<file path="src/rtl/core/midpoint_ellipse_rasterizer_assert.svh">
// ----------------------------------------------------------------------------
// Midpoint ellipse rasterizer assertion macros
// Concurrent assertion forms used by the rasterizer controller.
// ----------------------------------------------------------------------------
`ifndef MIDPOINT_ELLIPSE_RASTERIZER_ASSERT_SVH
`define MIDPOINT_ELLIPSE_RASTERIZER_ASSERT_SVH

// Same-cycle implication, disabled while reset is asserted.
`define MER_ASSERT_IMP(lbl, clk, rst_n, ante, cons) \
    lbl: assert property (@(posedge clk) disable iff (!rst_n) (ante) |-> (cons)) \
        else $error("rasterizer assertion failed");

// Next-cycle implication, disabled while reset is asserted.
`define MER_ASSERT_NXT(lbl, clk, rst_n, ante, cons) \
    lbl: assert property (@(posedge clk) disable iff (!rst_n) (ante) |=> (cons)) \
        else $error("rasterizer assertion failed");

`endif

</file>
<file path="src/rtl/core/mer_pkg.sv">
// ----------------------------------------------------------------------------
// Midpoint ellipse rasterizer package
// Field widths, operation codes and the controller/datapath command types.
// ----------------------------------------------------------------------------
package mer_pkg;

    localparam int RAD_IN_W = 10;
    localparam int CTR_W    = 12;
    localparam int PT_W     = 13;
    localparam int APB_AW   = 3;
    localparam int APB_DW   = 32;

    localparam logic OP_START = 1'b0;
    localparam logic OP_STEP  = 1'b1;

    // Register index as decoded from paddr bit 2.
    localparam logic REG_CENTER_X = 1'b0;
    localparam logic REG_CENTER_Y = 1'b1;

    // Operand pairs for the shared multiplier.
    typedef enum logic [3:0] {
        MUL_RX_RX,
        MUL_Y_Y,
        MUL_RXSQ_Y,
        MUL_RYSQ_T,
        MUL_TLO_T,
        MUL_THI_T,
        MUL_RXSQ_YM,
        MUL_TLO_YM,
        MUL_THI_YM,
        MUL_RXSQ_RYLO,
        MUL_RXSQ_RYHI
    } t_mul_op;

    // What to do with the product registered in the previous cycle.
    typedef enum logic [3:0] {
        WB_NONE,
        WB_RXSQ,
        WB_RYSQ,
        WB_START,
        WB_TMP,
        WB_DEC_LOAD,
        WB_DEC_ADD_S2R,
        WB_DEC_ADD_S2,
        WB_DEC_ADD_S2R2,
        WB_DEC_SUB_S2,
        WB_DEC_SUB_SR2
    } t_wb_op;

    typedef struct packed {
        logic       load;
        t_mul_op    mul;
        t_wb_op     wb;
        logic       inc_x;
        logic       dec_y;
        logic       dec_step;
        logic       use_rx;
        logic       add_gx;
        logic       sub_gy;
        logic       emit;
        logic [1:0] pt_idx;
        logic       fin;
    } t_dp_cmd;

    typedef struct packed {
        logic dec_neg;
        logic dec_zero;
        logic gx_lt_gy;
        logic y_zero;
        logic out_free;
    } t_dp_sts;

endpackage

</file>
<file path="src/rtl/core/mer_if.sv">
// ----------------------------------------------------------------------------
// Midpoint ellipse rasterizer channels
// Valid/ready channels for command items and for outline points.
// ----------------------------------------------------------------------------
interface mer_in_if;
    import mer_pkg::*;

    logic                valid;
    logic                ready;
    logic                operation;
    logic [RAD_IN_W-1:0] radius_x;
    logic [RAD_IN_W-1:0] radius_y;

    modport source (output valid, output operation, output radius_x, output radius_y,
                    input ready);
    modport sink   (input valid, input operation, input radius_x, input radius_y,
                    output ready);
endinterface

interface mer_out_if;
    import mer_pkg::*;

    logic                   valid;
    logic                   ready;
    logic signed [PT_W-1:0] point_x;
    logic signed [PT_W-1:0] point_y;
    logic                   last_of_set;
    logic                   finished;

    modport source (output valid, output point_x, output point_y, output last_of_set,
                    output finished, input ready);
    modport sink   (input valid, input point_x, input point_y, input last_of_set,
                    input finished, output ready);
endinterface

</file>
<file path="src/rtl/core/mer_ctrl.sv">
// ----------------------------------------------------------------------------
// Midpoint ellipse rasterizer controller
// Sequences squaring, stepping, region change and point emission.
// ----------------------------------------------------------------------------
`include "midpoint_ellipse_rasterizer_assert.svh"

module mer_ctrl (
    input  logic             i_clk,
    input  logic             i_rst_n,
    input  logic             i_in_valid,
    input  logic             i_in_op,
    output logic             o_in_ready,
    output mer_pkg::t_dp_cmd o_cmd,
    input  mer_pkg::t_dp_sts i_sts
);
    import mer_pkg::*;

    typedef enum logic [4:0] {
        S_IDLE, S_SQ0, S_SQ1, S_SQ2, S_SQ3,
        S_STEP_XY, S_STEP_DEC, S_CHECK,
        S_C0, S_C1, S_C2, S_C3, S_C4, S_C5, S_C6, S_C7, S_C8, S_C9, S_C10,
        S_EMIT
    } t_state;

    typedef enum logic [1:0] {
        PH_IDLE, PH_R1, PH_R2, PH_DONE
    } t_phase;

    t_state     r_state;
    t_phase     r_phase;
    logic [1:0] r_pt;

    logic in_r1;
    logic inc_x;
    logic dec_y;

    assign in_r1 = (r_phase == PH_R1);
    // Region 1 always moves x; region 2 always moves y.
    assign inc_x = in_r1 ? 1'b1 : (i_sts.dec_neg || i_sts.dec_zero);
    assign dec_y = in_r1 ? !i_sts.dec_neg : 1'b1;

    assign o_in_ready = (r_state == S_IDLE);

    always_comb begin
        o_cmd        = '0;
        o_cmd.mul    = MUL_RX_RX;
        o_cmd.wb     = WB_NONE;
        o_cmd.pt_idx = r_pt;
        o_cmd.fin    = (r_phase == PH_DONE);
        unique case (r_state)
            S_IDLE: begin
                o_cmd.load = i_in_valid && (i_in_op == OP_START);
            end
            S_SQ0: o_cmd.mul = MUL_RX_RX;
            S_SQ1: begin
                o_cmd.mul = MUL_Y_Y;
                o_cmd.wb  = WB_RXSQ;
            end
            S_SQ2: begin
                o_cmd.mul = MUL_RXSQ_Y;
                o_cmd.wb  = WB_RYSQ;
            end
            S_SQ3: o_cmd.wb = WB_START;
            S_STEP_XY: begin
                o_cmd.inc_x = inc_x;
                o_cmd.dec_y = dec_y;
            end
            S_STEP_DEC: begin
                o_cmd.dec_step = 1'b1;
                o_cmd.use_rx   = !in_r1;
                o_cmd.add_gx   = in_r1 ? 1'b1 : inc_x;
                o_cmd.sub_gy   = in_r1 ? dec_y : 1'b1;
            end
            S_CHECK: ;
            S_C0: o_cmd.mul = MUL_RYSQ_T;
            S_C1: o_cmd.wb  = WB_TMP;
            S_C2: o_cmd.mul = MUL_TLO_T;
            S_C3: begin
                o_cmd.mul = MUL_THI_T;
                o_cmd.wb  = WB_DEC_LOAD;
            end
            S_C4: begin
                o_cmd.mul = MUL_RXSQ_YM;
                o_cmd.wb  = WB_DEC_ADD_S2R;
            end
            S_C5: o_cmd.wb  = WB_TMP;
            S_C6: o_cmd.mul = MUL_TLO_YM;
            S_C7: begin
                o_cmd.mul = MUL_THI_YM;
                o_cmd.wb  = WB_DEC_ADD_S2;
            end
            S_C8: begin
                o_cmd.mul = MUL_RXSQ_RYLO;
                o_cmd.wb  = WB_DEC_ADD_S2R2;
            end
            S_C9: begin
                o_cmd.mul = MUL_RXSQ_RYHI;
                o_cmd.wb  = WB_DEC_SUB_S2;
            end
            S_C10: o_cmd.wb = WB_DEC_SUB_SR2;
            S_EMIT: o_cmd.emit = i_sts.out_free;
            default: ;
        endcase
    end

    always_ff @(posedge i_clk) begin
        if (!i_rst_n) begin
            r_state <= S_IDLE;
            r_phase <= PH_IDLE;
            r_pt    <= '0;
        end else begin
            unique case (r_state)
                S_IDLE: begin
                    if (i_in_valid) begin
                        if (i_in_op == OP_START) begin
                            r_phase <= PH_R1;
                            r_state <= S_SQ0;
                        end else if (r_phase == PH_R1 || r_phase == PH_R2) begin
                            r_state <= S_STEP_XY;
                        end
                    end
                end
                S_SQ0:      r_state <= S_SQ1;
                S_SQ1:      r_state <= S_SQ2;
                S_SQ2:      r_state <= S_SQ3;
                S_SQ3:      r_state <= S_CHECK;
                S_STEP_XY:  r_state <= S_STEP_DEC;
                S_STEP_DEC: r_state <= S_CHECK;
                S_CHECK: begin
                    if (in_r1) begin
                        r_state <= i_sts.gx_lt_gy ? S_EMIT : S_C0;
                    end else begin
                        if (i_sts.y_zero) begin
                            r_phase <= PH_DONE;
                        end
                        r_state <= S_EMIT;
                    end
                end
                S_C0: r_state <= S_C1;
                S_C1: r_state <= S_C2;
                S_C2: r_state <= S_C3;
                S_C3: r_state <= S_C4;
                S_C4: r_state <= S_C5;
                S_C5: r_state <= S_C6;
                S_C6: r_state <= S_C7;
                S_C7: r_state <= S_C8;
                S_C8: r_state <= S_C9;
                S_C9: r_state <= S_C10;
                S_C10: begin
                    r_phase <= i_sts.y_zero ? PH_DONE : PH_R2;
                    r_state <= S_EMIT;
                end
                S_EMIT: begin
                    if (i_sts.out_free) begin
                        r_pt <= r_pt + 2'd1;
                        if (&r_pt) begin
                            r_state <= S_IDLE;
                        end
                    end
                end
                default: r_state <= S_IDLE;
            endcase
        end
    end

    // A set emitted while still in region 1 means the gradients have not crossed.
    `MER_ASSERT_IMP(a_r1_grad_order, i_clk, i_rst_n, (r_state == S_EMIT && r_phase == PH_R1), i_sts.gx_lt_gy)
    // A step only runs on an ellipse that is still open.
    `MER_ASSERT_IMP(a_step_open, i_clk, i_rst_n, (r_state == S_STEP_XY), (r_phase == PH_R1 || r_phase == PH_R2))
    // A finished arc has walked y down to zero.
    `MER_ASSERT_IMP(a_done_y_zero, i_clk, i_rst_n, (r_phase == PH_DONE), i_sts.y_zero)

endmodule

</file>
<file path="src/rtl/core/mer_dp.sv">
// ----------------------------------------------------------------------------
// Midpoint ellipse rasterizer datapath
// Coordinate, gradient and decision registers, shared multiplier, point output.
// ----------------------------------------------------------------------------
module mer_dp #(
    parameter int RADIUS_BITS
) (
    input  logic                                i_clk,
    input  logic                                i_rst_n,
    input  mer_pkg::t_dp_cmd                    i_cmd,
    output mer_pkg::t_dp_sts                    o_sts,
    input  logic [mer_pkg::RAD_IN_W-1:0]        i_radius_x,
    input  logic [mer_pkg::RAD_IN_W-1:0]        i_radius_y,
    input  logic signed [mer_pkg::CTR_W-1:0]    i_center_x,
    input  logic signed [mer_pkg::CTR_W-1:0]    i_center_y,
    output logic                                o_out_valid,
    input  logic                                i_out_ready,
    output logic signed [mer_pkg::PT_W-1:0]     o_point_x,
    output logic signed [mer_pkg::PT_W-1:0]     o_point_y,
    output logic                                o_last_of_set,
    output logic                                o_finished
);
    import mer_pkg::*;

    localparam int R_W  = RADIUS_BITS;
    localparam int SQ_W = 2 * RADIUS_BITS;
    localparam int G_W  = 3 * RADIUS_BITS + 2;
    localparam int D_W  = (4 * RADIUS_BITS + 6 > 64) ? 64 : 4 * RADIUS_BITS + 6;
    localparam int MA_W = SQ_W;
    localparam int MB_W = RADIUS_BITS + 2;
    localparam int P_W  = MA_W + MB_W;
    localparam int X_W  = P_W + SQ_W + 2;

    logic [R_W-1:0]  r_rad_x;
    logic [R_W-1:0]  r_x;
    logic [R_W-1:0]  r_y;
    logic [SQ_W-1:0] r_rx_sq;
    logic [SQ_W-1:0] r_ry_sq;
    logic [G_W-1:0]  r_gx;
    logic [G_W-1:0]  r_gy;
    logic [D_W-1:0]  r_dec;
    logic [P_W-1:0]  r_prod;
    logic [P_W-1:0]  r_tmp;

    logic                r_out_valid;
    logic [PT_W-1:0]     r_px;
    logic [PT_W-1:0]     r_py;
    logic                r_last;
    logic                r_fin;

    logic [MA_W-1:0] mul_a;
    logic [MB_W-1:0] mul_b;
    logic [R_W:0]    t_val;
    logic [R_W-1:0]  ym;
    logic [X_W-1:0]  prod_x;
    logic [SQ_W-1:0] sq_sel;
    logic [D_W-1:0]  dec_step;
    logic [PT_W-1:0] cx13;
    logic [PT_W-1:0] cy13;
    logic [PT_W-1:0] x13;
    logic [PT_W-1:0] y13;

    // 2x+1, and y-1 with the y = 0 case folded to 1 since only its square is used.
    assign t_val  = {r_x, 1'b1};
    assign ym     = (r_y == '0) ? R_W'(1) : r_y - R_W'(1);
    assign prod_x = X_W'(r_prod);

    always_comb begin
        mul_a = r_rx_sq;
        mul_b = MB_W'(r_y);
        unique case (i_cmd.mul)
            MUL_RX_RX: begin
                mul_a = MA_W'(r_rad_x);
                mul_b = MB_W'(r_rad_x);
            end
            MUL_Y_Y: begin
                mul_a = MA_W'(r_y);
                mul_b = MB_W'(r_y);
            end
            MUL_RXSQ_Y: begin
                mul_a = r_rx_sq;
                mul_b = MB_W'(r_y);
            end
            MUL_RYSQ_T: begin
                mul_a = r_ry_sq;
                mul_b = MB_W'(t_val);
            end
            MUL_TLO_T: begin
                mul_a = r_tmp[SQ_W-1:0];
                mul_b = MB_W'(t_val);
            end
            MUL_THI_T: begin
                mul_a = MA_W'(r_tmp[P_W-1:SQ_W]);
                mul_b = MB_W'(t_val);
            end
            MUL_RXSQ_YM: begin
                mul_a = r_rx_sq;
                mul_b = MB_W'(ym);
            end
            MUL_TLO_YM: begin
                mul_a = r_tmp[SQ_W-1:0];
                mul_b = MB_W'(ym);
            end
            MUL_THI_YM: begin
                mul_a = MA_W'(r_tmp[P_W-1:SQ_W]);
                mul_b = MB_W'(ym);
            end
            MUL_RXSQ_RYLO: begin
                mul_a = r_rx_sq;
                mul_b = MB_W'(r_ry_sq[R_W-1:0]);
            end
            MUL_RXSQ_RYHI: begin
                mul_a = r_rx_sq;
                mul_b = MB_W'(r_ry_sq[SQ_W-1:R_W]);
            end
            default: ;
        endcase
    end

    // Decision update of one step: all terms carry the factor of four.
    assign sq_sel   = i_cmd.use_rx ? r_rx_sq : r_ry_sq;
    assign dec_step = r_dec + D_W'({sq_sel, 2'b00})
                    + (i_cmd.add_gx ? D_W'({r_gx, 2'b00}) : '0)
                    - (i_cmd.sub_gy ? D_W'({r_gy, 2'b00}) : '0);

    always_ff @(posedge i_clk) begin
        r_prod <= P_W'(mul_a) * P_W'(mul_b);

        if (i_cmd.load) begin
            r_rad_x <= R_W'(i_radius_x);
            r_y     <= R_W'(i_radius_y);
            r_x     <= '0;
            r_gx    <= '0;
        end
        if (i_cmd.inc_x) begin
            r_x  <= r_x + R_W'(1);
            r_gx <= r_gx + G_W'({r_ry_sq, 1'b0});
        end
        if (i_cmd.dec_y) begin
            r_y  <= r_y - R_W'(1);
            r_gy <= r_gy - G_W'({r_rx_sq, 1'b0});
        end
        if (i_cmd.dec_step) begin
            r_dec <= dec_step;
        end

        unique case (i_cmd.wb)
            WB_NONE: ;
            WB_RXSQ: r_rx_sq <= r_prod[SQ_W-1:0];
            WB_RYSQ: r_ry_sq <= r_prod[SQ_W-1:0];
            WB_START: begin
                r_gy  <= G_W'({r_prod, 1'b0});
                r_dec <= D_W'({r_ry_sq, 2'b00}) - D_W'(prod_x << 2) + D_W'(r_rx_sq);
            end
            WB_TMP:          r_tmp <= r_prod;
            WB_DEC_LOAD:     r_dec <= D_W'(prod_x);
            WB_DEC_ADD_S2R:  r_dec <= r_dec + D_W'(prod_x << SQ_W);
            WB_DEC_ADD_S2:   r_dec <= r_dec + D_W'(prod_x << 2);
            WB_DEC_ADD_S2R2: r_dec <= r_dec + D_W'(prod_x << (SQ_W + 2));
            WB_DEC_SUB_S2:   r_dec <= r_dec - D_W'(prod_x << 2);
            WB_DEC_SUB_SR2:  r_dec <= r_dec - D_W'(prod_x << (R_W + 2));
            default: ;
        endcase
    end

    // Points come out in the order (+x,+y), (-x,+y), (+x,-y), (-x,-y).
    assign cx13 = {i_center_x[CTR_W-1], i_center_x};
    assign cy13 = {i_center_y[CTR_W-1], i_center_y};
    assign x13  = PT_W'(r_x);
    assign y13  = PT_W'(r_y);

    always_ff @(posedge i_clk) begin
        if (i_cmd.emit) begin
            r_px   <= i_cmd.pt_idx[0] ? cx13 - x13 : cx13 + x13;
            r_py   <= i_cmd.pt_idx[1] ? cy13 - y13 : cy13 + y13;
            r_last <= &i_cmd.pt_idx;
            r_fin  <= i_cmd.fin;
        end
    end

    always_ff @(posedge i_clk) begin
        if (!i_rst_n) begin
            r_out_valid <= 1'b0;
        end else if (i_cmd.emit) begin
            r_out_valid <= 1'b1;
        end else if (i_out_ready) begin
            r_out_valid <= 1'b0;
        end
    end

    assign o_out_valid   = r_out_valid;
    assign o_point_x     = r_px;
    assign o_point_y     = r_py;
    assign o_last_of_set = r_last;
    assign o_finished    = r_fin;

    assign o_sts.dec_neg  = r_dec[D_W-1];
    assign o_sts.dec_zero = (r_dec == '0);
    assign o_sts.gx_lt_gy = (r_gx < r_gy);
    assign o_sts.y_zero   = (r_y == '0);
    assign o_sts.out_free = !r_out_valid || i_out_ready;

endmodule

</file>
<file path="src/rtl/core/midpoint_ellipse_rasterizer.sv">
// ----------------------------------------------------------------------------
// Midpoint ellipse rasterizer
// Quarter-arc midpoint ellipse outline with four-way symmetric point output.
// ----------------------------------------------------------------------------
// Step item: S_STEP_XY, S_STEP_DEC and S_CHECK update, then four points go out before ready returns.
// Start item: squaring in S_SQ0 to S_SQ3 on the shared multiplier, then S_CHECK and four points.
// Entering region 2 adds the S_C0 to S_C10 multiplier sequence for the new decision.
// A step with no open ellipse is accepted and dropped; output stalls hold each point in S_EMIT.
// Reset clears the controller, the output valid flag and both center registers.
module midpoint_ellipse_rasterizer #(
    parameter int RADIUS_BITS = 10
) (
    input  logic                           i_clk,
    input  logic                           i_rst_n,
    mer_in_if.sink                         i_item,
    mer_out_if.source                      o_point,
    input  logic                           psel,
    input  logic                           penable,
    input  logic                           pwrite,
    input  logic [mer_pkg::APB_AW-1:0]     paddr,
    input  logic [mer_pkg::APB_DW-1:0]     pwdata,
    output logic [mer_pkg::APB_DW-1:0]     prdata,
    output logic                           pready
);
    import mer_pkg::*;

    logic signed [CTR_W-1:0] r_center_x;
    logic signed [CTR_W-1:0] r_center_y;

    t_dp_cmd cmd;
    t_dp_sts sts;

    logic cfg_wr;

    assign pready = 1'b1;
    assign cfg_wr = psel && penable && pwrite;

    always_ff @(posedge i_clk) begin
        if (!i_rst_n) begin
            r_center_x <= '0;
            r_center_y <= '0;
        end else if (cfg_wr) begin
            if (paddr[2] == REG_CENTER_X) begin
                r_center_x <= pwdata[CTR_W-1:0];
            end else begin
                r_center_y <= pwdata[CTR_W-1:0];
            end
        end
    end

    assign prdata = (paddr[2] == REG_CENTER_Y)
                  ? {{(APB_DW - CTR_W){r_center_y[CTR_W-1]}}, r_center_y}
                  : {{(APB_DW - CTR_W){r_center_x[CTR_W-1]}}, r_center_x};

    mer_ctrl u_ctrl (
        .i_clk      (i_clk),
        .i_rst_n    (i_rst_n),
        .i_in_valid (i_item.valid),
        .i_in_op    (i_item.operation),
        .o_in_ready (i_item.ready),
        .o_cmd      (cmd),
        .i_sts      (sts)
    );

    mer_dp #(
        .RADIUS_BITS (RADIUS_BITS)
    ) u_dp (
        .i_clk         (i_clk),
        .i_rst_n       (i_rst_n),
        .i_cmd         (cmd),
        .o_sts         (sts),
        .i_radius_x    (i_item.radius_x),
        .i_radius_y    (i_item.radius_y),
        .i_center_x    (r_center_x),
        .i_center_y    (r_center_y),
        .o_out_valid   (o_point.valid),
        .i_out_ready   (o_point.ready),
        .o_point_x     (o_point.point_x),
        .o_point_y     (o_point.point_y),
        .o_last_of_set (o_point.last_of_set),
        .o_finished    (o_point.finished)
    );

endmodule
</file>
<file path="src/flat_wrapper.sv">
// flat-port wrapper written by rule: the top's interface ports become plain ports
module midpoint_ellipse_rasterizer_flat import mer_pkg::*;
#(
    parameter int RADIUS_BITS = 10
)
  (i_clk, i_rst_n, psel, penable, pwrite, paddr, pwdata, prdata, pready, i_item_valid, i_item_operation, i_item_radius_x, i_item_radius_y, i_item_ready, o_point_valid, o_point_point_x, o_point_point_y, o_point_last_of_set, o_point_finished, o_point_ready);
  mer_in_if i_item_i ();
  mer_out_if o_point_i ();
  input  logic i_clk;
  input  logic i_rst_n;
  input  logic psel;
  input  logic penable;
  input  logic pwrite;
  input  logic [mer_pkg::APB_AW-1:0] paddr;
  input  logic [mer_pkg::APB_DW-1:0] pwdata;
  output logic [mer_pkg::APB_DW-1:0] prdata;
  output logic pready;
  input wire logic [$bits(i_item_i.valid)-1:0] i_item_valid;
  input wire logic [$bits(i_item_i.operation)-1:0] i_item_operation;
  input wire logic [$bits(i_item_i.radius_x)-1:0] i_item_radius_x;
  input wire logic [$bits(i_item_i.radius_y)-1:0] i_item_radius_y;
  output wire logic [$bits(i_item_i.ready)-1:0] i_item_ready;
  output wire logic [$bits(o_point_i.valid)-1:0] o_point_valid;
  output wire logic [$bits(o_point_i.point_x)-1:0] o_point_point_x;
  output wire logic [$bits(o_point_i.point_y)-1:0] o_point_point_y;
  output wire logic [$bits(o_point_i.last_of_set)-1:0] o_point_last_of_set;
  output wire logic [$bits(o_point_i.finished)-1:0] o_point_finished;
  input wire logic [$bits(o_point_i.ready)-1:0] o_point_ready;
  assign i_item_i.valid = i_item_valid;
  assign i_item_i.operation = i_item_operation;
  assign i_item_i.radius_x = i_item_radius_x;
  assign i_item_i.radius_y = i_item_radius_y;
  assign i_item_ready = i_item_i.ready;
  assign o_point_valid = o_point_i.valid;
  assign o_point_point_x = o_point_i.point_x;
  assign o_point_point_y = o_point_i.point_y;
  assign o_point_last_of_set = o_point_i.last_of_set;
  assign o_point_finished = o_point_i.finished;
  assign o_point_i.ready = o_point_ready;
  midpoint_ellipse_rasterizer #(.RADIUS_BITS(RADIUS_BITS)) u_core (.i_clk(i_clk), .i_rst_n(i_rst_n), .i_item(i_item_i), .o_point(o_point_i), .psel(psel), .penable(penable), .pwrite(pwrite), .paddr(paddr), .pwdata(pwdata), .prdata(prdata), .pready(pready));
endmodule
</file>
<file path="config.mk">
export PLATFORM = sky130hd
export DESIGN_NAME = midpoint_ellipse_rasterizer_flat
export DESIGN_NICKNAME = d
export VERILOG_FILES = /design/src/rtl/core/mer_pkg.sv /design/src/rtl/core/mer_if.sv /design/src/rtl/core/mer_ctrl.sv /design/src/rtl/core/mer_dp.sv /design/src/rtl/core/midpoint_ellipse_rasterizer.sv /design/src/flat_wrapper.sv
export VERILOG_INCLUDE_DIRS = /design/src /design/src/rtl/core
export SDC_FILE = /design/constraint.sdc
export NUM_CORES = 2
export LEC_CHECK = 0
export BUFFER_PORTS_ARGS = -buffer_cell sky130_fd_sc_hd__buf_2
export CAP_MARGIN = 10
export CORE_ASPECT_RATIO = 1.25
export CORE_MARGIN = 3
export CORE_UTILIZATION = 57
export DETAILED_ROUTE_END_ITERATION = 10
export PLACE_DENSITY = 0.73
export SETUP_SLACK_MARGIN = 0.02
export SYNTH_ARGS = -nofsm -noshare
export SYNTH_HDL_FRONTEND = slang
export SYNTH_SLANG_ARGS = --single-unit
export TNS_END_PERCENT = 1
</file>
<file path="constraint.sdc">
create_clock -name i_clk -period 18.5 [get_ports i_clk]
set_input_delay 0.925 -clock i_clk [delete_from_list [all_inputs] [get_ports i_clk]]
set_output_delay 0.925 -clock i_clk [all_outputs]
set_load 0.02 [all_outputs]
</file>
Yosys cells after proc, flatten, opt, wreduce, memory -nomap -nowiden
Index checks and enable logic that the tools add are counted.
- register bits: 306
- word-level logic and storage cells: 168
- mux-type cells: 45
- reductions and logical operators: 31
- bitwise operators: 2
- multiply operators: 1
- add/sub/neg operators: 19
- magnitude comparators: 1
- equal/unequal tests: 48
- operators with widths (operator ; count):
    $pmux 46 s7 ; 1
    $mux 32 ; 5
    $pmux 20 s5 ; 1
    $pmux 5 s19 ; 1
    $add 46x34->46 ; 2
    $add 46x46->46 ; 2
    $sub 46x34->46 ; 2
    $pmux 4 s10 ; 2
    $mux 34 ; 2
    $pmux 11 s5 ; 1
    $mux 10 ; 5
    $add 46x22->46 ; 1
    $logic_not 46->1 ; 1
    $mux 46 ; 1
    $sub 46x44->46 ; 1
    $eq 5x4->1 const B ; 8
    $add 35x21->36 ; 1
    $mux 5 ; 7
    $sub 22x34->35 ; 1
    $add 32x21->32 ; 1
    $eq 4x3->1 const B ; 8
    $lt 32x32->1 ; 1
    $mul 20x12->32 ; 1
    $sub 32x21->32 ; 1
    other kinds (37) ; 90

Logic depth before layout (Yosys ltp)
- word-level depth: 11
- mapped depth: 35

Hierarchy
Synthesis repeated with hierarchy kept, for this count alone.
- cell total of the unflattened synthesis: 4525
- area, all modules: 38478.2 sq um
- by module, submodules not included (module ; cells each ; area each (sq um) ; times used):
    mer_dp ; 4281 ; 36381.1 ; 1
    midpoint_ellipse_rasterizer ; 127 ; 1237.4 ; 1
    mer_ctrl ; 117 ; 859.6 ; 1

Least setup slack after synthesis
No wires, ideal clock.
- path kind: flip-flop to flip-flop
- from: register u_core.u_dp.r_y[0]
- to: register u_core.u_dp.r_prod[28]
- path buffers: 3
- stages on the path, launching flop included: 34
- period minus slack after synthesis: 7850 ps
- data required time: 18428 ps
- data arrival time: 7777 ps
- setup slack: 10650 ps
- path through: edfxtp_1 inv_1 ha_1 nor3b_2 nand2_1 or3_1 or3_1 nand2b_1 clkbuf_1 a21oi_1 o22a_1 clkbuf_1 clkbuf_1 nand2_1 fa_1 fa_1 inv_1 fa_1 fa_1 inv_1 fa_1 inv_1 ha_1 and3_1 nand3_1 a21boi_0 o311a_1 nor4_1 o211a_1 o311ai_0 a21oi_1 o21a_1 nor2_1 xnor2_1
- longest elaborated chain between the ends: 4
- elaborated cells between the ends (all ways): 6
- RTL lines (element ; line ; RTL):
    from (decl) ; mer_dp.sv:36 ; logic [R_W-1:0] r_y;
    from (signal assigned) ; mer_dp.sv:131 ; r_y <= R_W'(i_radius_y);
    from (signal assigned) ; mer_dp.sv:140 ; r_y <= r_y - R_W'(1);
    $sub 10x1->10 / $logic_not 10->1 (equally long branches) ; mer_dp.sv:65 ; assign ym = (r_y == '0) ? R_W'(1) : r_y - R_W'(1);
    $mux 10 ; mer_dp.sv:65 ;
    $pmux 11 s5 ; mer_dp.sv:71 ; unique case (i_cmd.mul)
    $mul 20x12->32 (*) ; mer_dp.sv:127 ; r_prod <= P_W'(mul_a) * P_W'(mul_b);
    to (signal assigned) ; mer_dp.sv:127 ;
    to (decl) ; mer_dp.sv:42 ; logic [P_W-1:0] r_prod;
Every way passes the cells marked *; elsewhere a longest branch is shown, timed or not.
A chain may end at the register's enable or synchronous reset.

Worst setup path after layout
Same ends and word-level chain as after synthesis.

==> impl_metrics.json <==
{
  "outcome": "complete, no violations",
  "antenna_found_initial": 3,
  "vias_per_cell": 6.310,
  "dieHeight_um": 292.5,
  "cts-root-buf": "clkbuf_16",
  "synth_async_sr_flop_share": 0,
  "synth_nets": 5125,
  "worstSkewPairLatency_ps": 580,
  "worstMarginPinSlew_ps": 1185,
  "clock-sinks": 304,
  "cts_buffers": 37,
  "core_mm2": 0.06467,
  "grt_pass1_wl_mm": 188.7,
  "synth.avg_cell_area_um2": 8.448,
  "synth-seq-cells": 304,
  "grt_setup_unrepaired": "false",
  "synth-simple-area-share": 0.1688,
  "start_util": 0.5789,
  "crit_top_cell": "fa_1",
  "cp.arrival_ps": 9390,
  "drive_above_1_share": 0.06490,
  "ys_warn_count": 0,
  "cap_violations": 0,
  "rows": 104,
  "ys_types": 96,
  "setup_tns_ps": 0,
  "h-tree-depth": 2,
  "wl_per_cell_um": 23.05,
  "grt_pass1_vias": 32840,
  "hold_viol_final": 0,
  "grt_start_max_net_pins": 51,
  "place_hpwl_mm": 97.83,
  "critPathSlowestCell": "nor4_1",
  "drv_slew": 0,
  "end_kind": "register",
  "io_buffers": 102,
  "period_share": 0.4830,
  "startpoint_type": "register",
  "synth_xor_area_frac": 0.07837,
  "drcViolationCount": 0,
  "yosys.area_share.adder": 0.2555,
  "post_cts_buffers": 0,
  "max_freq_ghz": 0.1119,
  "grt_usage": 0.3517,
  "synth_top_family_by_area": "adder cells",
  "syn_area_mm2": 0.03744,
  "synth_ff_type": "edfxtp_1",
  "synthCells": 4432,
  "fp.dieW_um": 235.2,
  "cts.clk_slew.worst_paths_ps": 70,
  "yosysSeqAreaShare": 0.2262,
  "critPathMaxStageDelay_ps": 600,
  "grt_overflow": 0,
  "crit_fanout": 20,
  "cts_tree": "yes",
  "muxShareOfSynthArea": 0.005414,
  "finClkSkew_ps": 26.68,
  "die_area_mm2": 0.06881,
  "critPathKind": "reg -> reg",
  "synth_edf_count": 238,
  "final_cell_mix": "472 x inv_1, 472 x nand2_1, 406 x ha_1, 362 x a21oi_1, 338 x nor2_1",
  "vias": 33750,
  "drtIter0Drc": 2663,
  "ios": 126,
  "drtAntennaViolNets": 0,
  "hold_buffers": 0,
  "fill_cells": 5616,
  "worst-endpoint-required_ps": 18960,
  "cts_resized": 0,
  "nNetsFinal": 5164,
  "firstDrtPassIters": 9,
  "slew_headroom": 0.2102,
  "post-route-min-period_ps": 8936,
  "setup_viol": 0,
  "area_growth_syn_to_layout_pct": 7.309,
  "synth-compound-area-share": 0.1990,
  "clockBufferDepth": 3,
  "drt_wl_total_mm": 123.3,
  "gp_congestion": 0.9749,
  "hp-class": "reg -> reg"
}
state kept, by name, indices dropped and copies added, names as in the netlist, 13 cells and up:
| signal | count |
|---|---|
| u_core.u_dp.r_dec | 46 |
| u_core.u_dp.r_prod | 32 |
| u_core.u_dp.r_tmp | 32 |
| u_core.u_dp.r_gx | 31 |
| u_core.u_dp.r_gy | 31 |
| u_core.u_dp.r_rx_sq | 20 |
| u_core.u_dp.r_ry_sq | 20 |
| u_core.u_dp.o_point_x | 13 |
| u_core.u_dp.o_point_y | 13 |
final timing paths:
| kind | slack (ps) | start | depth (start not counted) | end |
|---|---|---|---|---|
| worst max-delay path | 9560 | u_core.u_dp.r_y[0] | 29 | u_core.u_dp.r_prod[28] |
| worst min-delay path | 470 | u_core.r_center_x[0] | 2 | u_core.r_center_x[0] |
| worst max register to register | 9560 | u_core.u_dp.r_y[0] | 29 | u_core.u_dp.r_prod[28] |
| worst min register to register | 470 | u_core.r_center_x[0] | 2 | u_core.r_center_x[0] |
metal layers:
layer	part of all wire	track usage	wire length (µm)	up-vias
met2	0.47	0.5879	57460	1557
met4	0.095	0.2706	11670	2
met5	0.000089	0	11	-
li1	-	-	-	15610
met1	0.36	0.4059	45000	16090
met3	0.074	0.05509	9166	499
layout make-up:
type | count | area (µm²) | area share
sequential | 304 | 8468 | 0.2108
timing repair buffer | 169 | 1013 | 0.02523
tap | 848 | 1061 | 0.02641
antenna | 2 | 5.005 | 0.0001246
multi-input combinational | 3485 | 26550 | 0.6607
inverter | 474 | 1779 | 0.04429
clock inverter | 29 | 374.1 | 0.009312
clock buffer | 38 | 929.6 | 0.02314
metrics by stage:
step	cells	utilization	setup slack (ps)	cell area, µm²	hold slack (ps)
after floorplan	4432	-	10650	37440	406.4
after global placement	5280	0.6010	9728	38870	443.9
after detailed placement	5280	0.6010	9659	38870	455.8
after CTS	5347	0.6212	9599	40170	464.1
after global routing	5347	0.6212	8884	40170	489.2
final	5349	0.6212	9564	40180	465.9
critical path: cells and delay by family, from the launching register on:
kind | cells | cell delay (ps)
compound gates | 7 | 1840
buf+inv | 4 | 280
flops | 1 | 520
simple gates | 10 | 2920
xor+xnor | 1 | 120
fa+ha+maj | 7 | 3120
cells by family (layout without fill, tap and decap cells):
logic type	Yosys count	count (layout)
flops	304	304
compound gates	1149	1149
buf+inv	643	710
mux	19	19
other cells	1	3
xor+xnor	335	335
simple gates	1351	1351
fa+ha+maj	630	630
synthesized netlist by cell type (all sizes together) (20+ instances only):
cell,n,area share
and3,48,0.0080
o21a,54,0.011
a21o,126,0.025
o211ai,24,0.0049
a22oi,27,0.0054
nand3,87,0.012
nor2,344,0.034
nor3,79,0.011
a211oi,28,0.0057
o31ai,21,0.0042
ha,406,0.14
buf,31,0.0053
fa,224,0.12
or3,26,0.0043
nor4,20,0.0035
a21oi,363,0.049
xor2,118,0.028
nand2b,67,0.011
dfxtp,66,0.035
inv,473,0.047
nor2b,45,0.0075
edfxtp,238,0.19
a31oi,31,0.0053
and2,76,0.013
a221oi,26,0.0062
xnor2,217,0.051
clkbuf,138,0.014
nand2,473,0.047
a222oi,22,0.0059
o21ai,230,0.031
nand4,31,0.0052
o21bai,38,0.0076
Power is left out: the tool's default activity adds up to more than one toggle a clock period on the data nets, which glitch-free logic cannot reach.
